===== src/hw/rtl/epnc_pkg.sv =====
// package of the expiring peer negative cache: item kinds, fsm states,
// controller/datapath command and status structs, expiry helper; no dependencies
package epnc_pkg;

    localparam int TIME_W  = 32;
    localparam int CNT_W   = 4;
    localparam int CNT_SAT = 15;

    typedef enum logic [1:0] {
        K_LOOKUP = 2'd0,
        K_INSERT = 2'd1,
        K_ERASE  = 2'd2,
        K_CLEAR  = 2'd3
    } t_kind;

    typedef enum logic [2:0] {
        S_IDLE,
        S_READ,
        S_EVAL,
        S_WRITE,
        S_DONE
    } t_state;

    // controller to datapath
    typedef struct packed {
        logic load;
        logic step;
        logic eval;
        logic wr_ins;
        logic clr;
        logic out_load;
    } t_dp_cmd;

    // datapath to controller
    typedef struct packed {
        logic last;
        logic is_clear;
        logic is_insert;
    } t_dp_sts;

    // wrap-safe test: now at or after deadline
    function automatic logic time_reached(input logic [TIME_W-1:0] now,
                                          input logic [TIME_W-1:0] deadline);
        logic [TIME_W-1:0] diff;
        diff = now - deadline;
        return !diff[TIME_W-1];
    endfunction

endpackage


===== src/hw/rtl/epnc_dp.sv =====
// datapath of the expiring peer negative cache: entry memories, valid bits,
// stamp counter, per-entry evaluation and result register; depends on epnc_pkg
module epnc_dp import epnc_pkg::*; #(
    parameter int ENTRIES = 8,
    parameter int KEY_W   = 56
) (
    input  logic              i_clk,
    input  logic              i_rst_n,
    input  t_dp_cmd           i_cmd,
    output t_dp_sts           o_sts,
    input  logic [1:0]        i_kind,
    input  logic [KEY_W-1:0]  i_peer_key,
    input  logic [TIME_W-1:0] i_now_ms,
    input  logic [TIME_W-1:0] i_cooldown_ms,
    output logic              o_hit,
    output logic [CNT_W-1:0]  o_active_count
);

    localparam int IW = (ENTRIES > 1) ? $clog2(ENTRIES) : 1;
    localparam int CW = $clog2(ENTRIES + 1);

    // entry memories, no reset: valid bits gate every use
    logic [KEY_W-1:0]  m_key   [ENTRIES];
    logic [TIME_W-1:0] m_exp   [ENTRIES];
    logic [TIME_W-1:0] m_stamp [ENTRIES];

    logic [KEY_W-1:0]  r_rd_key;
    logic [TIME_W-1:0] r_rd_exp;
    logic [TIME_W-1:0] r_rd_stamp;

    logic [ENTRIES-1:0] r_valid;
    logic [TIME_W-1:0]  r_ctr;

    t_kind             r_kind;
    logic [KEY_W-1:0]  r_key;
    logic [TIME_W-1:0] r_now;
    logic [TIME_W-1:0] r_cool;
    logic [IW-1:0]     r_idx;
    logic [IW-1:0]     r_sel;
    logic [TIME_W-1:0] r_min;
    logic              r_hit;
    logic              r_found;
    logic              r_was;
    logic [CW-1:0]     r_cnt;
    logic              r_o_hit;
    logic [CNT_W-1:0]  r_o_cnt;

    logic              v_cur, v_drop, v_new, key_eq, reached, cnt_inc;
    logic              lk_take, ins_stop, ins_lru;
    logic              sel_was, new_act;
    logic [TIME_W-1:0] stamp_new, exp_new;
    logic [CW-1:0]     cnt_fin;
    logic [31:0]       cnt_ext;
    logic              st_we;
    logic [IW-1:0]     st_addr;

    // evaluation of the entry under the scan index
    always_comb begin
        v_cur   = r_valid[r_idx];
        key_eq  = (r_rd_key == r_key);
        reached = time_reached(r_now, r_rd_exp);
        v_drop  = v_cur && !reached;
        case (r_kind)
            K_LOOKUP: v_new = v_drop;
            K_INSERT: v_new = v_drop;
            K_ERASE:  v_new = v_cur && !key_eq;
            default:  v_new = v_cur;
        endcase
        cnt_inc  = (r_kind == K_ERASE) ? (v_new && !reached) : v_new;
        lk_take  = (r_kind == K_LOOKUP) && !r_hit && v_drop && key_eq;
        ins_stop = (r_kind == K_INSERT) && !r_found && (!v_drop || key_eq);
        ins_lru  = (r_kind == K_INSERT) && !r_found && !ins_stop &&
                   ((r_idx == '0) || (r_rd_stamp < r_min));
    end

    // insert write-back values and final count
    always_comb begin
        stamp_new = r_ctr + TIME_W'(1);
        exp_new   = r_now + r_cool;
        sel_was   = r_found ? r_was : 1'b1;
        new_act   = !time_reached(r_now, exp_new);
        cnt_fin   = r_cnt - CW'(sel_was) + CW'(new_act);
        cnt_ext   = 32'(r_cnt);
        st_we     = (i_cmd.eval && lk_take) || i_cmd.wr_ins;
        st_addr   = i_cmd.wr_ins ? r_sel : r_idx;
    end

    // memory read and write ports
    always_ff @(posedge i_clk) begin
        r_rd_key   <= m_key[r_idx];
        r_rd_exp   <= m_exp[r_idx];
        r_rd_stamp <= m_stamp[r_idx];
        if (st_we) m_stamp[st_addr] <= stamp_new;
        if (i_cmd.wr_ins) begin
            m_key[r_sel] <= r_key;
            m_exp[r_sel] <= exp_new;
        end
    end

    // valid bits and stamp counter
    always_ff @(posedge i_clk) begin
        if (!i_rst_n) begin
            r_valid <= '0;
            r_ctr   <= '0;
        end else if (i_cmd.clr) begin
            r_valid <= '0;
            r_ctr   <= '0;
        end else begin
            if (i_cmd.eval)   r_valid[r_idx] <= v_new;
            if (i_cmd.wr_ins) r_valid[r_sel] <= 1'b1;
            if (st_we)        r_ctr <= stamp_new;
        end
    end

    // item capture and scan bookkeeping
    always_ff @(posedge i_clk) begin
        if (i_cmd.load) begin
            r_kind  <= t_kind'(i_kind);
            r_key   <= i_peer_key;
            r_now   <= i_now_ms;
            r_cool  <= i_cooldown_ms;
            r_idx   <= '0;
            r_sel   <= '0;
            r_min   <= '0;
            r_hit   <= 1'b0;
            r_found <= 1'b0;
            r_was   <= 1'b0;
            r_cnt   <= '0;
        end else begin
            if (i_cmd.step) r_idx <= r_idx + IW'(1);
            if (i_cmd.eval) begin
                r_cnt <= r_cnt + CW'(cnt_inc);
                if (lk_take) r_hit <= 1'b1;
                if (ins_stop) begin
                    r_found <= 1'b1;
                    r_sel   <= r_idx;
                    r_was   <= v_drop;
                end else if (ins_lru) begin
                    r_sel <= r_idx;
                    r_min <= r_rd_stamp;
                end
            end
            if (i_cmd.wr_ins) r_cnt <= cnt_fin;
            if (i_cmd.clr)    r_cnt <= '0;
        end
    end

    // result register, count saturates
    always_ff @(posedge i_clk) begin
        if (i_cmd.out_load) begin
            r_o_hit <= r_hit;
            r_o_cnt <= (cnt_ext > 32'(CNT_SAT)) ? CNT_W'(CNT_SAT) : cnt_ext[CNT_W-1:0];
        end
    end

    assign o_sts.last      = (r_idx == IW'(ENTRIES - 1));
    assign o_sts.is_clear  = (r_kind == K_CLEAR);
    assign o_sts.is_insert = (r_kind == K_INSERT);
    assign o_hit           = r_o_hit;
    assign o_active_count  = r_o_cnt;

endmodule


===== config.mk =====
export PLATFORM = sky130hd
export DESIGN_NAME = epnc_dp
export DESIGN_NICKNAME = d
export VERILOG_FILES = /design/src/hw/rtl/epnc_pkg.sv /design/src/hw/rtl/epnc_dp.sv
export SDC_FILE = /design/constraint.sdc
export NUM_CORES = 1
export LEC_CHECK = 0
export ABC_CLOCK_PERIOD_IN_PS = 6600
export BUFFER_PORTS_ARGS = -buffer_cell sky130_fd_sc_hd__clkbuf_2
export CORE_ASPECT_RATIO = 1.4
export CORE_MARGIN = 2
export CORE_UTILIZATION = 34
export DETAILED_ROUTE_END_ITERATION = 8
export HOLD_SLACK_MARGIN = 0.06
export SYNTH_ARGS = -nofsm -noshare
export SYNTH_HDL_FRONTEND = slang
export SYNTH_SLANG_ARGS = --single-unit

===== constraint.sdc =====
create_clock -name i_clk -period 6.6 [get_ports i_clk]
set_input_delay 1.32 -clock i_clk [delete_from_list [all_inputs] [get_ports i_clk]]
set_output_delay 1.32 -clock i_clk [all_outputs]
set_load 0.02 [all_outputs]

* After elaboration in Yosys (flattened, before gate mapping)
Memory sizes are Yosys's and may differ from the RTL's. A register that Yosys moved wholly into a read port is not among the register bits.
Index checks and enable logic that the tools add are counted.
** Word-level totals
- Bits in registers :: 212
- Memory bits (writable) :: 960
- Bits of input ports :: 130
- Output and inout bits :: 8
- Logic and storage cells :: 95
- Memories :: 3
** Memories
- m_key :: depth 8, bits a word 56, rd ports 1, clocked after Yosys merged registers in 1, wr ports 1, RTL line epnc_dp.sv:23 : logic [KEY_W-1:0] m_key [ENTRIES];
- m_exp :: depth 8, bits a word 32, rd ports 1, clocked after Yosys merged registers in 1, wr ports 1, RTL line epnc_dp.sv:24 : logic [TIME_W-1:0] m_exp [ENTRIES];
- m_stamp :: depth 8, bits a word 32, rd ports 1, clocked after Yosys merged registers in 1, wr ports 1, RTL line epnc_dp.sv:25 : logic [TIME_W-1:0] m_stamp [ENTRIES];
** Operators by class
- Add/subtract/negate cells :: 8
- Magnitude comparators :: 6
- Equal/unequal tests :: 5
- Muxes and demuxes :: 23
- Bitwise logic cells :: 3
- Reduce and logical (&&, ||, !) cells :: 32
** Operator list (number)
- 32-bit subtractor :: 2
- 56-bit equality test :: 1
- 32-bit by 1-bit adder with 32-bit output (second input constant) :: 1
- 32-bit adder :: 1
- 32-bit < comparator :: 1
- 8-bit two-way mux :: 4
- 1-bit logical AND :: 13
- 1-bit two-way mux :: 9
- 3-bit two-way mux :: 3
- 4-bit by 1-bit adder with 4-bit output :: 2
- 8-bit bitwise mux :: 1
- 3-bit by 4-bit < comparator with 1-bit output (second input constant) :: 2
- 4-bit two-way mux :: 2
- 8-bit OR :: 1
- 1-bit demux with 3-bit select :: 2
- 3-bit by 1-bit greater-or-equal comparator with 1-bit output (second input constant) :: 2
- 2-bit AND reduction :: 3
- 2-bit OR reduction :: 3
- 1-bit logical NOT :: 5
- 2-bit equality test (second input constant) :: 2
- 4-bit > comparator (second input constant) :: 1
- 2-bit nonzero test :: 2
- 4-bit by 1-bit subtractor with 4-bit output :: 1
- 3-bit by 1-bit adder with 3-bit output (second input constant) :: 1
- 9 further kinds :: 12

* Logic depth before layout (Yosys ltp)
- Word-level depth :: 11
- Mapped depth :: 29
- Depth with buffers taken out :: 29

* Worst setup path after synthesis
Ideal clock, no wire load.
- Kind :: register to register
- Start :: register r_now[0]
- End :: register r_cnt[2]
- Library setup time :: 115 ps
- Arrival :: 5081 ps
- Data required time :: 6485 ps
- Setup slack :: 1405 ps
- Cell stages (with the launch flop) :: 26
- Buffers on the path :: 0
- Clock period less this slack :: 5195 ps
- Cells stage by stage :: edfxtp_1 > ha_1 > fa_1 > a211oi_1 > o21bai_1 > o2111ai_1 > a211oi_1 > o21ai_0 > a21boi_0 > a211o_1 > a21o_1 > xnor2_1 > ha_1 > nand3_1 > nor2_1 > nand4_1 > a311oi_1 > nor3_1 > xnor2_1 > ha_1 > inv_1 > ha_1 > inv_1 > fa_1 > xor2_1 > a2111oi_0
** On the way
- Word-level cells in the longest chain between the ends :: 8
- Elaborated cells between the ends (all ways) :: 11
- Those cells by class :: add/sub (5); mux (4); reduce/logical (2)
** Ends and longest elaborated chain
- start, declared :: RTL line epnc_dp.sv:36 : logic [TIME_W-1:0] r_now;
- start signal, assigned :: RTL line epnc_dp.sv:120 : r_now <= i_now_ms;
- parallel branches: the longest is 7 deep, another holds 32-bit adder
- 4-bit two-way mux * :: RTL line epnc_dp.sv:143 : if (i_cmd.wr_ins) r_cnt <= cnt_fin;
- end signal, assigned :: RTL line epnc_dp.sv:132 : r_cnt <= r_cnt + CW'(cnt_inc);
- end signal, assigned :: RTL line epnc_dp.sv:143
- end, declared :: RTL line epnc_dp.sv:44 : logic [CW-1:0] r_cnt;
Every way passes the cells marked *. The select of a mux whose other input is x is not followed.
A chain may end at the register's enable or synchronous reset.

* Worst setup path after layout
- Start :: register r_now[0]
- End :: register r_cnt[3]
Same word-level chain as after synthesis.

==> results.md <==
- The clock tree from TritonCTS is built.
- VDD sags by at most approximately 0.24 mV.
- After clock tree synthesis, the repair step resized 0 gates.
- The maximum number of buffers from clock root to sink is 3.
- The initial detailed-routing violation count is between 1500 and 2000.
- The number of antenna violations at the first check in global routing is 3.
- The instance count along the most critical hold path is 2.
- The first global-routing pass estimated between 150000 and 200000 um of wire.
- The via count of the first global-routing pass is roughly 26000.
- The total setup violations reported at the end of the flow is 0.
- The number of iterations in the first detailed-routing pass is 5.
- At the worst endpoint, the required time is slightly above 7 ns.
- In this run the remaining antenna-violating nets after routing total 0.
- The die boundary height is between 400 and 500 um.
- The all-layer global routing usage is roughly 14%.
- The maximum frequency from static timing analysis is about 0.17 GHz.
- The async set-or-reset flop fraction in the synthesized netlist is 0%.
- The setup path with the least slack is of type register to register.
- The worst setup path is launched from a register.
- The effective utilization at floorplan is 34.1%.
- The H-tree depth reported by CTS is 3.
- Counting cells, the worst reg-to-reg path comes to 27.
- The count of buffers inserted at the top-level ports is 137.
- The stage delay of the slowest cell on the critical path is roughly 0.44 ns.
- The root buffer cell chosen for the clock tree is sky130_fd_sc_hd__clkbuf_16.
- The slowest stage of the critical path belongs to the cell sky130_fd_sc_hd__fa_1.
- Pin placement for this block handled about 140 I/O pins.
- The via total after detailed routing is 24609.
- The number of fill cells in the layout is ~14000.
- The number of distinct standard cells referenced by the synthesized netlist is 64.
- The final critical delay including setup and external delays is around 6.0 ns.
- The leakage component of the power is between 15 and 20 nW.
- The summed instance area of the synthesized netlist is slightly above 0.05 mm^2.
- The clock edge transition at the registers on the reported setup and hold paths is approximately 0.06 ns.
- After global routing the overflow that remains totals 0.
- Each instance of the synthesized netlist takes up on average around 19 um^2.
- The number of nets in the layout is roughly 3200.
- Counting stages on the worst path, the most repeated cell is sky130_fd_sc_hd__ha_1.
- The layout overhead on the synthesized area is 14.4%.
- In this run the horizontal extent of the chip is about 330 um.
- The post-route clock skew is approximately 0.07 ns.
- In the routed design, unresolved DRC markers number 0.
- The number of enable flip-flop cells after synthesis is ~1100.
- The count of hold-fix buffers inserted at cts is 0.
- The total clock buffers created by CTS is between 100 and 150.
- The number of nets in the synthesized netlist is around 3000.
- The largest net degree at the start of global routing is around 130.
- In the final routed layout, each cell accounts on average for around 22 um.
- The final-report hold violation count is 0.
- The half-perimeter wire length of the detailed placement result is approximately 65000 um.
- The summed negative setup slack over all endpoints is 0 ns.
- The number of max-cap violations is 0.
- The share of the Yosys chip area taken by registers is 72.2%.
- The flip-flop and latch count after synthesis is roughly 1300.
- The floorplan step defined a core boundary enclosing ~0.15 mm^2.
- At the end of routability-driven placement, the weighted congestion stood at 0.781.
- The fraction of layout cells with a size suffix above 1 is approximately 25%.
- The leading register cell type out of synthesis is sky130_fd_sc_hd__edfxtp_1.
- Power spread over the standard cell area amounts to approximately 310 mW/mm^2.
- The pin slew with the least headroom to its limit is a little over 1 ns.
- Measured against its own limit, the worst slew margin works out to around 32%.
- In this run, placement finished with an instance count of roughly 4800.
- The most frequent standard cell in the layout excluding fill and tap cells is sky130_fd_sc_hd__edfxtp_1.
- The max-slew violation count was 0.
- The library cells used most frequently in the layout, excluding fill and tap cells, are sky130_fd_sc_hd__edfxtp_1 (1087), sky130_fd_sc_hd__mux4_2 (242), sky130_fd_sc_hd__dfxtp_1 (202).
- Prior to clock tree synthesis, the placed netlist has a worst setup slack of roughly 0.23 ns.
- The worst hold-check path type is register to register.
- The final layout contains routed wiring with a total length of roughly 110000 um.
- The count of mapped cells out of synthesis is 2741.
- The via count normalized by instance count is ~4.9.
- The finished layout holds 5003 standard cells, fillers aside.
- The run finished with clean final reports.
- For this design, the sink count on the clock tree is roughly 1300.
- The site row count is between 150 and 200.
- The share of the cycle needed by the critical path after routing is between 90% and 100%.
- The full die area is 0.153 mm^2.
- Of all nets on the critical path, the largest fanout is 3.
- The yosys synthesis warning count is 0.
- For the worst-skew pair, the clock arrives at the later sink with an insertion delay of 0.76 ns.
- The data arrival time at the worst-slack endpoint is about 6.6 ns.
- Across all register-to-register paths, the minimum setup slack is 0.55 ns.
- Setup repair after global routing left no endpoint under its margin.
- The number of setup buffers added after CTS is 0.
- The worst setup path is captured at a register.
- In the post-route analysis, the smallest setup slack over all paths is around 0.55 ns.
metrics by stage:
| stage | util, % | power, mW | instance area [um^2] | hold slack [ns] |
|---|---|---|---|---|
| 2_1_floorplan | - | 10.8 | 50900 | 0.428 |
| 3_3_place_gp | 36.3 | 11.4 | 54100 | 0.465 |
| 3_5_place_dp | 36.3 | 11.5 | 54100 | 0.480 |
| 4_1_cts | 39.0 | 18.5 | 58200 | 0.499 |
| 5_1_grt | 39.0 | 19.0 | 58200 | 0.520 |
| 6_report | 39.0 | 18.3 | 58200 | 0.495 |
worst max-delay path: cells and delay by family, from the launching register on:
kind / cells / cell delay [ns]
flip-flops: 1 / 0.41
XOR/XNOR: 4 / 0.62
buffers and inverters: 1 / 0.06
adder cells (fa/ha/maj): 5 / 1.51
AO/OA/AOI/OAI: 12 / 2.70
AND/OR/NAND/NOR: 5 / 0.58
cell type report:
class	count	area, um^2	share of cell area (%)
sequential	1292	36800	63.1
multi-input combinational	1235	13500	23.1
clock buffer	161	3300	5.66
tap	1955	2450	4.20
timing repair buffer	176	1050	1.80
clock inverter	66	776	1.33
inverter	117	459	0.788
antenna	1	2.50	0.00430
power by group:
part	switching (mW)	internal (mW)	total, mW
Clock	3.06	3.97	7.02
Sequential	0.215	9.28	9.50
Combinational	0.969	0.787	1.76
final timing paths:
| path | start | end |
|---|---|---|
| setup / recovery | r_now[0] | r_cnt[3] |
| hold / removal | r_rd_stamp[0] | r_min[0] |
| setup reg to reg | r_now[0] | r_cnt[3] |
| hold reg to reg | r_rd_stamp[0] | r_min[0] |
state kept, by name, summed over array words and instances, names as in the netlist, 2 cells and up:
| name | count |
|---|---|
| r_rd_exp | 32 |
| r_idx | 3 |
| r_cnt | 4 |
| o_active_count | 4 |
| r_valid | 8 |
| r_ctr | 32 |
| r_rd_key | 56 |
| m_key | 448 |
| r_sel | 3 |
| r_rd_stamp | 32 |
| m_stamp | 256 |
| r_key | 56 |
| r_now | 32 |
| r_cool | 32 |
| r_min | 32 |
| m_exp | 256 |
| r_kind | 2 |
cell families after synthesis:
logic type | after synthesis | share of synthesized area (%)
compound gates | 223 | 2.82
xor+xnor | 139 | 2.39
fa+ha+maj | 136 | 3.37
buf+inv | 214 | 1.61
flops | 1292 | 72.2
mux | 412 | 14.4
simple gates | 325 | 3.25
cells in the mapped netlist (all sizes together), types with 8 or more instances:
cell type / n / area share [%]
mux2i: 50 / 1.0
o211ai: 20 / 0.29
nor3: 19 / 0.19
dfxtp: 205 / 8.1
or4: 17 / 0.25
nand4: 20 / 0.25
mux4: 242 / 11
clkbuf: 68 / 0.50
xnor2: 42 / 0.72
nor4: 17 / 0.25
nand3: 29 / 0.29
ha: 134 / 3.3
xor2: 97 / 1.7
o21bai: 8 / 0.12
a21o: 39 / 0.58
edfxtp: 1087 / 64
nand2b: 20 / 0.25
inv: 117 / 0.86
nor2: 96 / 0.71
o21ai: 44 / 0.43
mux2: 120 / 2.7
buf: 29 / 0.24
nand2: 64 / 0.47
a21oi: 69 / 0.69
nor2b: 14 / 0.17
and3: 13 / 0.18
per-layer routing:
metal	vias to the layer above	track usage (%)	part of all wire, %
met1	12833	18.0	42
met3	150	1.91	3.5
li1	11200	-	-
met2	424	25.6	52
met4	2	4.71	2.5
met5	-	0	0.012
Power figures use the tool's default switching activity.
