--- config.mk ---
export PLATFORM = sky130hd
export DESIGN_NAME = epnc_ctrl
export DESIGN_NICKNAME = d
export VERILOG_FILES = /design/src/hw/rtl/epnc_pkg.sv /design/src/hw/rtl/epnc_ctrl.sv
export SDC_FILE = /design/constraint.sdc
export NUM_CORES = 1
export LEC_CHECK = 0
export BUFFER_PORTS_ARGS = -buffer_cell sky130_fd_sc_hd__buf_2
export CAP_MARGIN = 20
export CORE_AREA = 2 2 39 41
export DETAILED_ROUTE_END_ITERATION = 16
export DIE_AREA = 0 0 41 43
export GPL_TIMING_DRIVEN = 0
export PLACE_DENSITY = 0.52
export RECOVER_POWER = 25
export SLEW_MARGIN = 20
export SYNTH_ARGS = -nofsm -noshare
export SYNTH_HDL_FRONTEND = slang
export SYNTH_SLANG_ARGS = --single-unit
export TNS_END_PERCENT = 10
--- constraint.sdc ---
create_clock -name i_clk -period 1.3 [get_ports i_clk]
set_input_delay 0.195 -clock i_clk [delete_from_list [all_inputs] [get_ports i_clk]]
set_output_delay 0.195 -clock i_clk [all_outputs]
set_load 0.005 [all_outputs]
--- src/hw/rtl/epnc_pkg.sv ---
// package of the expiring peer negative cache: item kinds, fsm states,
// controller/datapath command and status structs, expiry helper; no dependencies
package epnc_pkg;

    localparam int TIME_W  = 32;
    localparam int CNT_W   = 4;
    localparam int CNT_SAT = 15;

    typedef enum logic [1:0] {
        K_LOOKUP = 2'd0,
        K_INSERT = 2'd1,
        K_ERASE  = 2'd2,
        K_CLEAR  = 2'd3
    } t_kind;

    typedef enum logic [2:0] {
        S_IDLE,
        S_READ,
        S_EVAL,
        S_WRITE,
        S_DONE
    } t_state;

    // controller to datapath
    typedef struct packed {
        logic load;
        logic step;
        logic eval;
        logic wr_ins;
        logic clr;
        logic out_load;
    } t_dp_cmd;

    // datapath to controller
    typedef struct packed {
        logic last;
        logic is_clear;
        logic is_insert;
    } t_dp_sts;

    // wrap-safe test: now at or after deadline
    function automatic logic time_reached(input logic [TIME_W-1:0] now,
                                          input logic [TIME_W-1:0] deadline);
        logic [TIME_W-1:0] diff;
        diff = now - deadline;
        return !diff[TIME_W-1];
    endfunction

endpackage

--- src/hw/rtl/epnc_ctrl.sv ---
// controller of the expiring peer negative cache: scan sequencer and result flag
// depends on epnc_pkg
module epnc_ctrl import epnc_pkg::*; (
    input  logic    i_clk,
    input  logic    i_rst_n,
    input  logic    i_in_valid,
    output logic    o_in_ready,
    input  logic    i_out_ready,
    output logic    o_out_valid,
    output t_dp_cmd o_cmd,
    input  t_dp_sts i_sts
);

    t_state r_state, n_state;
    logic   r_out_valid;
    logic   out_free;

    assign out_free = !r_out_valid || i_out_ready;

    // next state
    always_comb begin
        n_state = r_state;
        case (r_state)
            S_IDLE: begin
                if (i_in_valid) n_state = S_READ;
            end
            S_READ: begin
                n_state = i_sts.is_clear ? S_DONE : S_EVAL;
            end
            S_EVAL: begin
                if (!i_sts.last)          n_state = S_READ;
                else if (i_sts.is_insert) n_state = S_WRITE;
                else                      n_state = S_DONE;
            end
            S_WRITE: begin
                n_state = S_DONE;
            end
            S_DONE: begin
                if (out_free) n_state = S_IDLE;
            end
            default: begin
                n_state = S_IDLE;
            end
        endcase
    end

    // outputs
    always_comb begin
        o_cmd      = '0;
        o_in_ready = 1'b0;
        case (r_state)
            S_IDLE: begin
                o_in_ready = 1'b1;
                o_cmd.load = i_in_valid;
            end
            S_READ: begin
                o_cmd.clr = i_sts.is_clear;
            end
            S_EVAL: begin
                o_cmd.eval = 1'b1;
                o_cmd.step = !i_sts.last;
            end
            S_WRITE: begin
                o_cmd.wr_ins = 1'b1;
            end
            S_DONE: begin
                o_cmd.out_load = out_free;
            end
            default: begin
                o_cmd = '0;
            end
        endcase
    end

    // state and result flag registers
    always_ff @(posedge i_clk) begin
        if (!i_rst_n) begin
            r_state     <= S_IDLE;
            r_out_valid <= 1'b0;
        end else begin
            r_state <= n_state;
            if (o_cmd.out_load)  r_out_valid <= 1'b1;
            else if (i_out_ready) r_out_valid <= 1'b0;
        end
    end

    assign o_out_valid = r_out_valid;

endmodule

# Yosys cells after proc, flatten, opt, wreduce, memory -nomap -nowiden
# Cells that the tools add are included.
[totals] output_inout_bits=8 word_cells=28 in_bits=7 regBits=4
[classes] n_reduce_logical=6 muxes=14 n_eq_ne=6
[op_table] cell="$mux W3" n=5
[op_table] cell="$pmux W3 S5" n=1
[op_table] cell="$mux W1" n=7
[op_table] cell="$eq A3 B2 Y1 const B" n=2
[op_table] cell="$ne A2 B2 Y1 const B" n=2
[op_table] cell="$eq A3 B1 Y1 const B" n=1
[op_table] cell="$eq A3 B3 Y1 const B" n=1
[op_table] cell="$logic_not A3 Y1" n=1
[op_table] cell="$logic_not A1 Y1" n=2
[op_table] cell="$mux W2" n=1
[op_table] cell="$reduce_and A2 Y1" n=1
[op_table] cell="$reduce_bool A2 Y1" n=1
[op_table] cell="$logic_or A1 B1 Y1" n=1

# Longest topological paths before layout
# Gate-level depths: netlist of run 1.
[depth] ltp_word=4 ltp_mapped=4 mapped_depth_nobuf=3

# Worst setup path after synthesis of run 1
# OpenSTA, ideal clock, no wires.
[synth_path] kind="register -> output" start="register r_state[1]" end="output o_cmd[0] (netlist bit)" t_required_ns=1.105 setup_slack_ns=0.227 path_buffers=1 path_stages_with_launch=4 t_arrival_ns=0.878 cell_sequence="dfxtp_1 buf_4 nor3b_1 nor2b_1"
[synth_lines] element="start, declared" line_no="epnc_ctrl.sv:14" text="t_state r_state, n_state;"
[synth_lines] element="start signal, assigned" line_no="epnc_ctrl.sv:81" text="r_state <= n_state;"
[synth_lines] element="end, declared" line_no="epnc_ctrl.sv:10" text="output t_dp_cmd o_cmd,"

==> run_results.csv, run 1 <==
group,metric,value,unit
floorplan,coreArea,1380,µm²
finish,utilization,28.2,%
clocking,numCtsBuffers,3,
logic_synthesis,syn_avg_cell_area,8.49,µm²
logic_synthesis,ys_seq_area_share,33.7,%
worst_hold_path,holdPathStages,2,
floorplan,die_area,1760,µm²
placement,port_buffers,14,
sta,hold_violations,0,
floorplan,initial_core_util,17.2,%
finish,area_growth,64.2,%
placement,placed_cells,58,
worst_setup_path,regToRegStartpoint,"r_state[1]",
logic_synthesis,synth.distinct_cells,17,
detailed_routing,wl_met1,245,µm
worst_setup_path,setup.worst_path.end_class,"primary output",
sta,fin_crit,1310,ps
worst_setup_path,cp.arrival,1110,ps
pwr,clockPowerShare,44.7,%
clocking,hold_buffers,0,
pwr,internal_power,0.000263,W
floorplan,boundaryPins,15,
logic_synthesis,synth_area,238,µm²
detailed_routing,via_per_inst,4.30,
run_status,status,"finished, violations left",
logic_synthesis,synth_cells,28,
clocking,cts-root-buf,"clkbuf_4",
detailed_routing,vias,271,
pwr,power_frac_seq,39.2,%
grt,track_usage,8.53,%
worst_setup_path,startpoint_type,"flip-flop",
sta,fin_ws,-9.85,ps
pwr,power_leakage,0.188,nW
worst_setup_path,cp.required,1110,ps
pwr,switching_share,23.8,%
logic_synthesis,yosys.area.top_type,"dfxtp_1",
detailed_routing,wl_met3,55,µm
detailed_routing,wl_met2,274,µm
finish,drive_gt1_share,55.3,%
grt,grt_pass1_wl,952,µm
finish,fin_area,390,µm²
worst_setup_path,critPathKind,"reg -> out",
finish,fin_nets,56,
worst_hold_path,hp-start,"i_rst_n",
finish,fillers,150,
detailed_routing,ant_nets,0,
run,drv_cap,0,
pwr,max-vdd-ir-drop,0.409,mV
placement,dpl_cell_area,328,µm²
detailed_routing,wirelength,575,µm
grt,antenna_found_initial,0,
pwr,cellPowerDensity,886,nW/µm²
logic_synthesis,yosys_warnings,0,
clocking,htreeDepth,1,
worst_setup_path,critPathMaxFanout,10,
sta,period_share,101,%
clocking,clk_pin_slew_worst_paths,40,ps
grt,grt_start_max_net_pins,11,
clocking,clock_latency,240,ps
worst_setup_path,r2r_end,"r_state[2]",
floorplan,die_y,43,µm
sta,finClkSkew,3.45,ps
clocking,cts_buffer_depth,2,
pwr,comb_power_share,16.0,%
detailed_routing,top_layer,"met3",
placement,detailed_place_hpwl,423,µm
detailed_routing,post_drt_wl_per_cell,9.13,µm
worst_setup_path,rr_worst_depth,6,
floorplan,fp-row-count,14,
sta,worstMarginPinSlew,199,ps
clocking,cts_sinks,4,
finish,diodes,0,
logic_synthesis,yosys-top-cells-area,"dfxtp_1 (34%), nor2b_1 (11%), a21oi_1 (6.3%), and2_1 (5.3%), and4bb_2 (5.3%)",
sta,rsz0062_at_grt,"true",
worst_setup_path,r2r_slack,220,ps
sta,fin_hold_ws,205,ps
placement,pre_cts_ws,85.7,ps
run_status,violations,"setup timing",
worst_hold_path,worstHoldPathType,"in -> reg",
sta,relSlewSlack,86.7,%
detailed_routing,dr.pass1.iters,1,
finish,fin_cells,63,
sta,maxSlewViolCount,0,
logic_synthesis,yosys_register_bits,4,
worst_hold_path,holdPathEnd,"o_out_valid",
detailed_routing,drt_iter0_drc,0,
clocking,cts_tree,"built",
logic_synthesis,syn_nets,35,
sta,fmax,763,MHz
detailed_routing,drc_errors,0,
placement,gp_congestion,0.719,
logic_synthesis,synthDominantCellAreaShare,33.7,%
pwr,p_switching,0.0000822,W
floorplan,die_w,41,µm
grt,grt_overflow_total,0,
sta,setup_viol,1,
grt,grt_pass1_vias,250,
## cell usage after synthesis (all sizes together)
cell type / count
and2: 2
a21oi: 3
and3b: 1
dfxtp: 4
and3: 1
nor2b: 4
nor3b: 1
or2b: 1
nor2: 3
o31ai: 1
nand4b: 1
and4bb: 1
nor3: 1
buf: 1
or3b: 1
nand3: 1
o21a: 1
## timing repair
item,CTS,global route
setup endpoints to repair,3,3
pin swaps,1,1
gates resized for setup,7,0
setup buffers,1,1
## layer usage
metal	vias to the layer above	GRT usage, %
met1	125	9.97
met3	0	7.85
li1	139	-
met2	7	10.3
met4	0	4.00
met5	-	0
## through the flow
stage               setup TNS, ps  total power [W]
floorplan                       0         0.000161
global placement                0         0.000186
detailed placement              0         0.000187
CTS                         -8.90         0.000357
global route                 -181         0.000376
finish                      -9.85         0.000346
## registers in the layout, summed over array words and instances, names as in the netlist
signal       flops
o_out_valid      1
r_state          3
## cells in the final DEF (no fill, tap or decap), drive strengths merged
cell type / synthesis / final
nor2b: 4 / 4
and3b: 1 / 1
o21a: 1 / 1
dfxtp: 4 / 4
clkbuf: 0 / 3
buf: 1 / 17
or2b: 1 / 1
nand4b: 1 / 1
and4bb: 1 / 1
nand3: 1 / 1
nor3b: 1 / 1
a21oi: 3 / 3
nor3: 1 / 1
and2: 2 / 2
and3: 1 / 1
nor2: 3 / 3
or3b: 1 / 1
o31ai: 1 / 1
## kinds of logic after synthesis
group	count (synthesis)	share of synthesized area, %
simple gates	18	50.5
compound gates	5	12.6
flops	4	33.7
buf+inv	1	3.16
## layout make-up
type                       instances  area [µm²]  area share (%)
buffer                             1        11.3            2.88
clock buffer                       3        22.5            5.77
multi-input combinational         23         166            42.6
sequential                         4        85.1            21.8
tap                               16        20.0            5.13
timing repair buffer              16        85.1            21.8
## power groups by stage
stage	combinational, W	clock, W	sequential (W)
2_1_floorplan	0.0000268	0	0.000134
3_3_place_gp	0.0000505	0	0.000136
5_1_grt	0.0000628	0.000177	0.000137
4_1_cts	0.0000552	0.000166	0.000136
3_5_place_dp	0.0000511	0	0.000136
6_report	0.0000553	0.000155	0.000136
## critical path, stage by stage, from the launching register on
cell and delay [ps]:
dfxtp_1 300, buf_6 130, nor3b_4 190, nor2b_1 140, buf_2 110
## how the worst max path moves through the flow
stage / from / endpoint / slack (ps) / depth (start not counted)
finish: r_state[1] / o_cmd[0] / -10 / 4
detailed placement: r_state[1] / o_cmd[0] / 90 / 4
CTS: r_state[1] / o_cmd[0] / -9 / 4
floorplan: r_state[1] / o_cmd[0] / 230 / 3
global placement: r_state[1] / o_cmd[0] / 80 / 4
global route: r_state[1] / o_cmd[0] / -70 / 4
Note: power is estimated with default switching activity, not from simulation.
==> run 2: changes to the inputs <==
==> constraint.sdc (replaced) <==
create_clock -name i_clk -period 1.3 [get_ports i_clk]
set_input_delay 0.26 -clock i_clk [delete_from_list [all_inputs] [get_ports i_clk]]
set_output_delay 0.26 -clock i_clk [all_outputs]
set_load 0.005 [all_outputs]
==> run_results.csv, run 2 (synthesized netlist as in run 1, its figures left out) <==
group,metric,value,unit
detailed_routing,drt_iter0_drc,1,
worst_setup_path,r2r_slack,270,ps
floorplan,boundaryPins,15,
detailed_routing,wirelength,559,µm
finish,diodes,0,
grt,grt_overflow_total,0,
run,drv_cap,0,
worst_setup_path,setup.worst_path.end_class,"primary output",
worst_setup_path,rr_worst_depth,5,
finish,drive_gt1_share,60.9,%
worst_hold_path,holdPathEnd,"o_out_valid",
worst_setup_path,cp.arrival,1060,ps
worst_hold_path,worstHoldPathType,"in -> reg",
floorplan,initial_core_util,17.2,%
grt,antenna_found_initial,0,
sta,fin_crit,1320,ps
worst_setup_path,critPathMaxFanout,9,
placement,detailed_place_hpwl,423,µm
detailed_routing,drc_errors,0,
sta,finClkSkew,3.30,ps
detailed_routing,via_per_inst,4.35,
detailed_routing,post_drt_wl_per_cell,9.02,µm
sta,worstMarginPinSlew,199,ps
worst_hold_path,hp-start,"i_rst_n",
finish,largest_reg_flops,3,
finish,fin_area,395,µm²
run_status,status,"finished, violations left",
worst_setup_path,r2r_end,"r_state[2]",
placement,dpl_cell_area,328,µm²
grt,grt_pass1_wl,952,µm
worst_hold_path,holdPathStages,2,
floorplan,die_y,43,µm
worst_setup_path,regToRegStartpoint,"r_state[0]",
sta,fmax,756,MHz
floorplan,die_w,41,µm
grt,track_usage,8.53,%
sta,rsz0062_at_grt,"true",
worst_setup_path,critPathKind,"reg -> out",
worst_setup_path,cp.required,1040,ps
detailed_routing,dr.pass1.iters,2,
pwr,power_leakage,0.187,nW
floorplan,coreArea,1380,µm²
detailed_routing,ant_nets,0,
finish,fin_nets,55,
run_status,violations,"setup timing",
finish,fillers,149,
detailed_routing,vias,270,
clocking,cts_sinks,4,
sta,fin_ws,-23.5,ps
sta,period_share,102,%
grt,grt_start_max_net_pins,11,
finish,largest_register,"r_state",
placement,placed_cells,58,
finish,final_cell_mix,"buf_2 (14), nor2b_1 (4), a21oi_1 (3), clkbuf_4 (3), dfxtp_4 (3)",
floorplan,fp-row-count,14,
finish,fin_cells,62,
sta,fin_tns_setup,-32.0,ps
clocking,cts_tree,"built",
placement,gp_congestion,0.719,
worst_setup_path,startpoint_type,"flip-flop",
sta,relSlewSlack,86.7,%
finish,layout_commonest_cell,"buf_2",
pwr,max-vdd-ir-drop,0.426,mV
clocking,cts_buffer_depth,2,
finish,area_growth,66.3,%
sta,setup_viol,2,
pwr,cellPowerDensity,869,nW/µm²
clocking,clk_pin_slew_worst_paths,30,ps
clocking,htreeDepth,1,
clocking,numCtsBuffers,3,
grt,grt_pass1_vias,247,
clocking,clock_latency,240,ps
clocking,hold_buffers,0,
clocking,cts-root-buf,"clkbuf_4",
sta,maxSlewViolCount,0,
placement,port_buffers,14,
sta,hold_violations,0,
floorplan,die_area,1760,µm²
## run 2: layout make-up
cell class | instances | area (µm²) | share of cell area, %
flip-flops and latches | 4 | 91.3 | 23.1
multi-input cells | 23 | 176 | 44.6
well taps | 16 | 20.0 | 5.06
repair buffers | 16 | 85.1 | 21.5
clock buffers | 3 | 22.5 | 5.70
## run 2: routing by layer
metal  wire [µm]  track usage, %
met1         228            9.65
met4           0            4.00
met5           0               0
met3          56            7.85
met2         274            10.6
## run 2: worst max-delay path by stage
| stage | slack (ps) | startpoint | cells past startpoint | endpoint |
|---|---|---|---|---|
| after floorplan | 160 | r_state[1] | 3 | o_cmd[0] |
| after global placement | 10 | r_state[1] | 4 | o_cmd[0] |
| after detailed placement | 20 | r_state[1] | 4 | o_cmd[0] |
| after CTS | -40 | r_state[2] | 4 | o_cmd[4] |
| after global routing | -80 | r_state[2] | 4 | o_cmd[4] |
| final | -20 | r_state[0] | 3 | o_cmd[0] |
## run 2: timing repair
action                                 CTS  global route
pin swaps                                1             2
resized for setup                       10             2
buffers inserted                         1             1
endpoints found under the hold margin    0             0
setup endpoints to repair                5             4
## run 2: where the power goes
part | total (W) | internal (W) | switching [W]
sequential | 0.000137 | 0.000125 | 0.0000118
combinational | 0.0000524 | 0.0000323 | 0.0000202
clock | 0.000154 | 0.000103 | 0.0000510
total | 0.000344 | 0.000261 | 0.0000830
## run 2: worst max-delay path: stages (launching register included)
cell and delay, ps:
dfxtp_4 370, nor3b_4 200, nor2b_1 140, buf_2 110
## run 2: through the flow
stage	hold WS (ps)	utilization (%)	setup slack (ps)	total power (W)
2_1_floorplan	378	-	162	0.000161
3_3_place_gp	511	23.7	14.7	0.000186
6_report	270	28.6	-23.5	0.000344
5_1_grt	257	28.6	-85.0	0.000375
3_5_place_dp	511	23.7	20.7	0.000187
4_1_cts	259	27.5	-43.2	0.000353
==> run 3: changes to the inputs <==
GPL_ROUTABILITY_DRIVEN = 0   (was unset)
clock period = 1.5 ns   (was 1.3 ns; I/O delays follow)
==> run_results.csv, run 3 (synthesized netlist as in run 1, its figures left out) <==
group,metric,value,unit
clocking,clk_pin_slew_worst_paths,40,ps
grt,grt_pass1_vias,241,
floorplan,fp-row-count,14,
finish,layout_commonest_cell,"buf_2",
sta,fin_tns_setup,0,ps
finish,fin_cells,61,
floorplan,initial_core_util,17.2,%
grt,antenna_found_initial,0,
detailed_routing,wl_met3,58,µm
floorplan,die_area,1760,µm²
detailed_routing,via_per_inst,4.38,
sta,relSlewSlack,87.3,%
clocking,cts_buffer_depth,2,
pwr,p_total,0.000296,W
finish,largest_register,"r_state",
placement,placed_cells,58,
pwr,max-vdd-ir-drop,0.355,mV
floorplan,coreArea,1380,µm²
sta,period_share,97.9,%
pwr,comb_power_share,15.0,%
detailed_routing,vias,267,
placement,dpl_cell_area,328,µm²
sta,rsz0062_at_grt,"true",
run,drv_cap,0,
grt,grt_overflow_total,0,
finish,diodes,0,
grt,track_usage,8.43,%
clocking,htreeDepth,1,
detailed_routing,wl_met2,265,µm
pwr,clockPowerShare,45.5,%
clocking,cts-root-buf,"clkbuf_4",
worst_setup_path,cp.arrival,1170,ps
clocking,cts_tree,"built",
sta,hold_violations,0,
detailed_routing,top_layer,"met3",
worst_setup_path,r2r_slack,500,ps
placement,detailed_place_hpwl,423,µm
sta,fmax,681,MHz
clocking,cts_sinks,4,
worst_setup_path,cp.required,1200,ps
placement,port_buffers,14,
grt,grt_pass1_wl,938,µm
worst_setup_path,critPathMaxFanout,10,
clocking,numCtsBuffers,3,
pwr,p_switching,0.0000703,W
pwr,power_leakage,0.176,nW
worst_setup_path,rr_worst_depth,3,
sta,worstMarginPinSlew,189,ps
detailed_routing,drc_errors,0,
pwr,internal_power,0.000226,W
sta,finClkSkew,3.81,ps
detailed_routing,post_drt_wl_per_cell,9.13,µm
detailed_routing,wirelength,557,µm
grt,grt_start_max_net_pins,11,
worst_hold_path,worstHoldPathType,"in -> reg",
finish,fin_area,357,µm²
worst_hold_path,holdPathStages,2,
pwr,cellPowerDensity,831,nW/µm²
finish,largest_reg_flops,3,
clocking,clock_latency,240,ps
floorplan,die_y,43,µm
detailed_routing,ant_nets,0,
finish,drive_gt1_share,48.9,%
worst_setup_path,setup.worst_path.end_class,"primary output",
sta,fin_crit,1470,ps
pwr,power_frac_seq,39.5,%
detailed_routing,dr.pass1.iters,3,
floorplan,boundaryPins,15,
worst_setup_path,critPathKind,"reg -> out",
sta,setup_viol,0,
clocking,postCtsSetupBuffers,0,
run_status,status,"completed",
worst_setup_path,startpoint_type,"flip-flop",
finish,fin_nets,54,
detailed_routing,drt_iter0_drc,5,
finish,area_growth,50.0,%
floorplan,die_w,41,µm
sta,maxSlewViolCount,0,
pwr,switching_share,23.7,%
detailed_routing,wl_met1,233,µm
finish,final_cell_mix,"buf_2 (14), nor2b_1 (4)",
run 3: layer usage:
| layer | vias up | GRT usage [%] |
|---|---|---|
| li1 | 133 | - |
| met3 | 0 | 7.85 |
| met5 | - | 0 |
| met4 | 0 | 4.00 |
| met1 | 123 | 9.65 |
| met2 | 11 | 10.3 |
run 3: layout make-up:
| cell class | count | area [µm²] |
|---|---|---|
| plain buffers | 1 | 7.51 |
| flip-flops and latches | 4 | 81.3 |
| repair buffers | 14 | 70.1 |
| multi-input cells | 23 | 155 |
| fillers | 150 | 1030 |
| well taps | 16 | 20.0 |
| clock buffers | 3 | 22.5 |
run 3: worst max-delay path, stage by stage (launching register included):
cell and delay, ps:
dfxtp_1 290, buf_4 150, nor3b_2 220, nor2b_1 150, buf_2 120
run 3: worst paths after layout:
path | start | to
max | r_state[1] | o_cmd[0]
min | i_rst_n | o_out_valid
max reg2reg | r_state[1] | r_state[1]
min reg2reg | r_state[0] | r_state[2]
run 3: power by group through the flow:
stage               Clock [W]  Sequential [W]  Combinational (W)
global route         0.000153        0.000118          0.0000505
floorplan                   0        0.000116          0.0000232
CTS                  0.000144        0.000116          0.0000448
detailed placement          0        0.000118          0.0000443
global placement            0        0.000118          0.0000438
finish               0.000135        0.000117          0.0000443
run 3: timing repair:
item	in CTS	in global routing
gates cloned	0	0
gates resized for setup	1	1
endpoints found under the setup margin	1	3
hold buffers	0	0
endpoints found under the hold margin	0	0
run 3: per-stage QoR:
step / utilization [%] / setup WS, ps / hold slack (ps)
2_1_floorplan: - / 322 / 418
3_3_place_gp: 23.7 / 175 / 551
3_5_place_dp: 23.7 / 181 / 551
4_1_cts: 25.7 / 10.1 / 299
5_1_grt: 25.8 / -68.6 / 298
6_report: 25.8 / 31.2 / 306
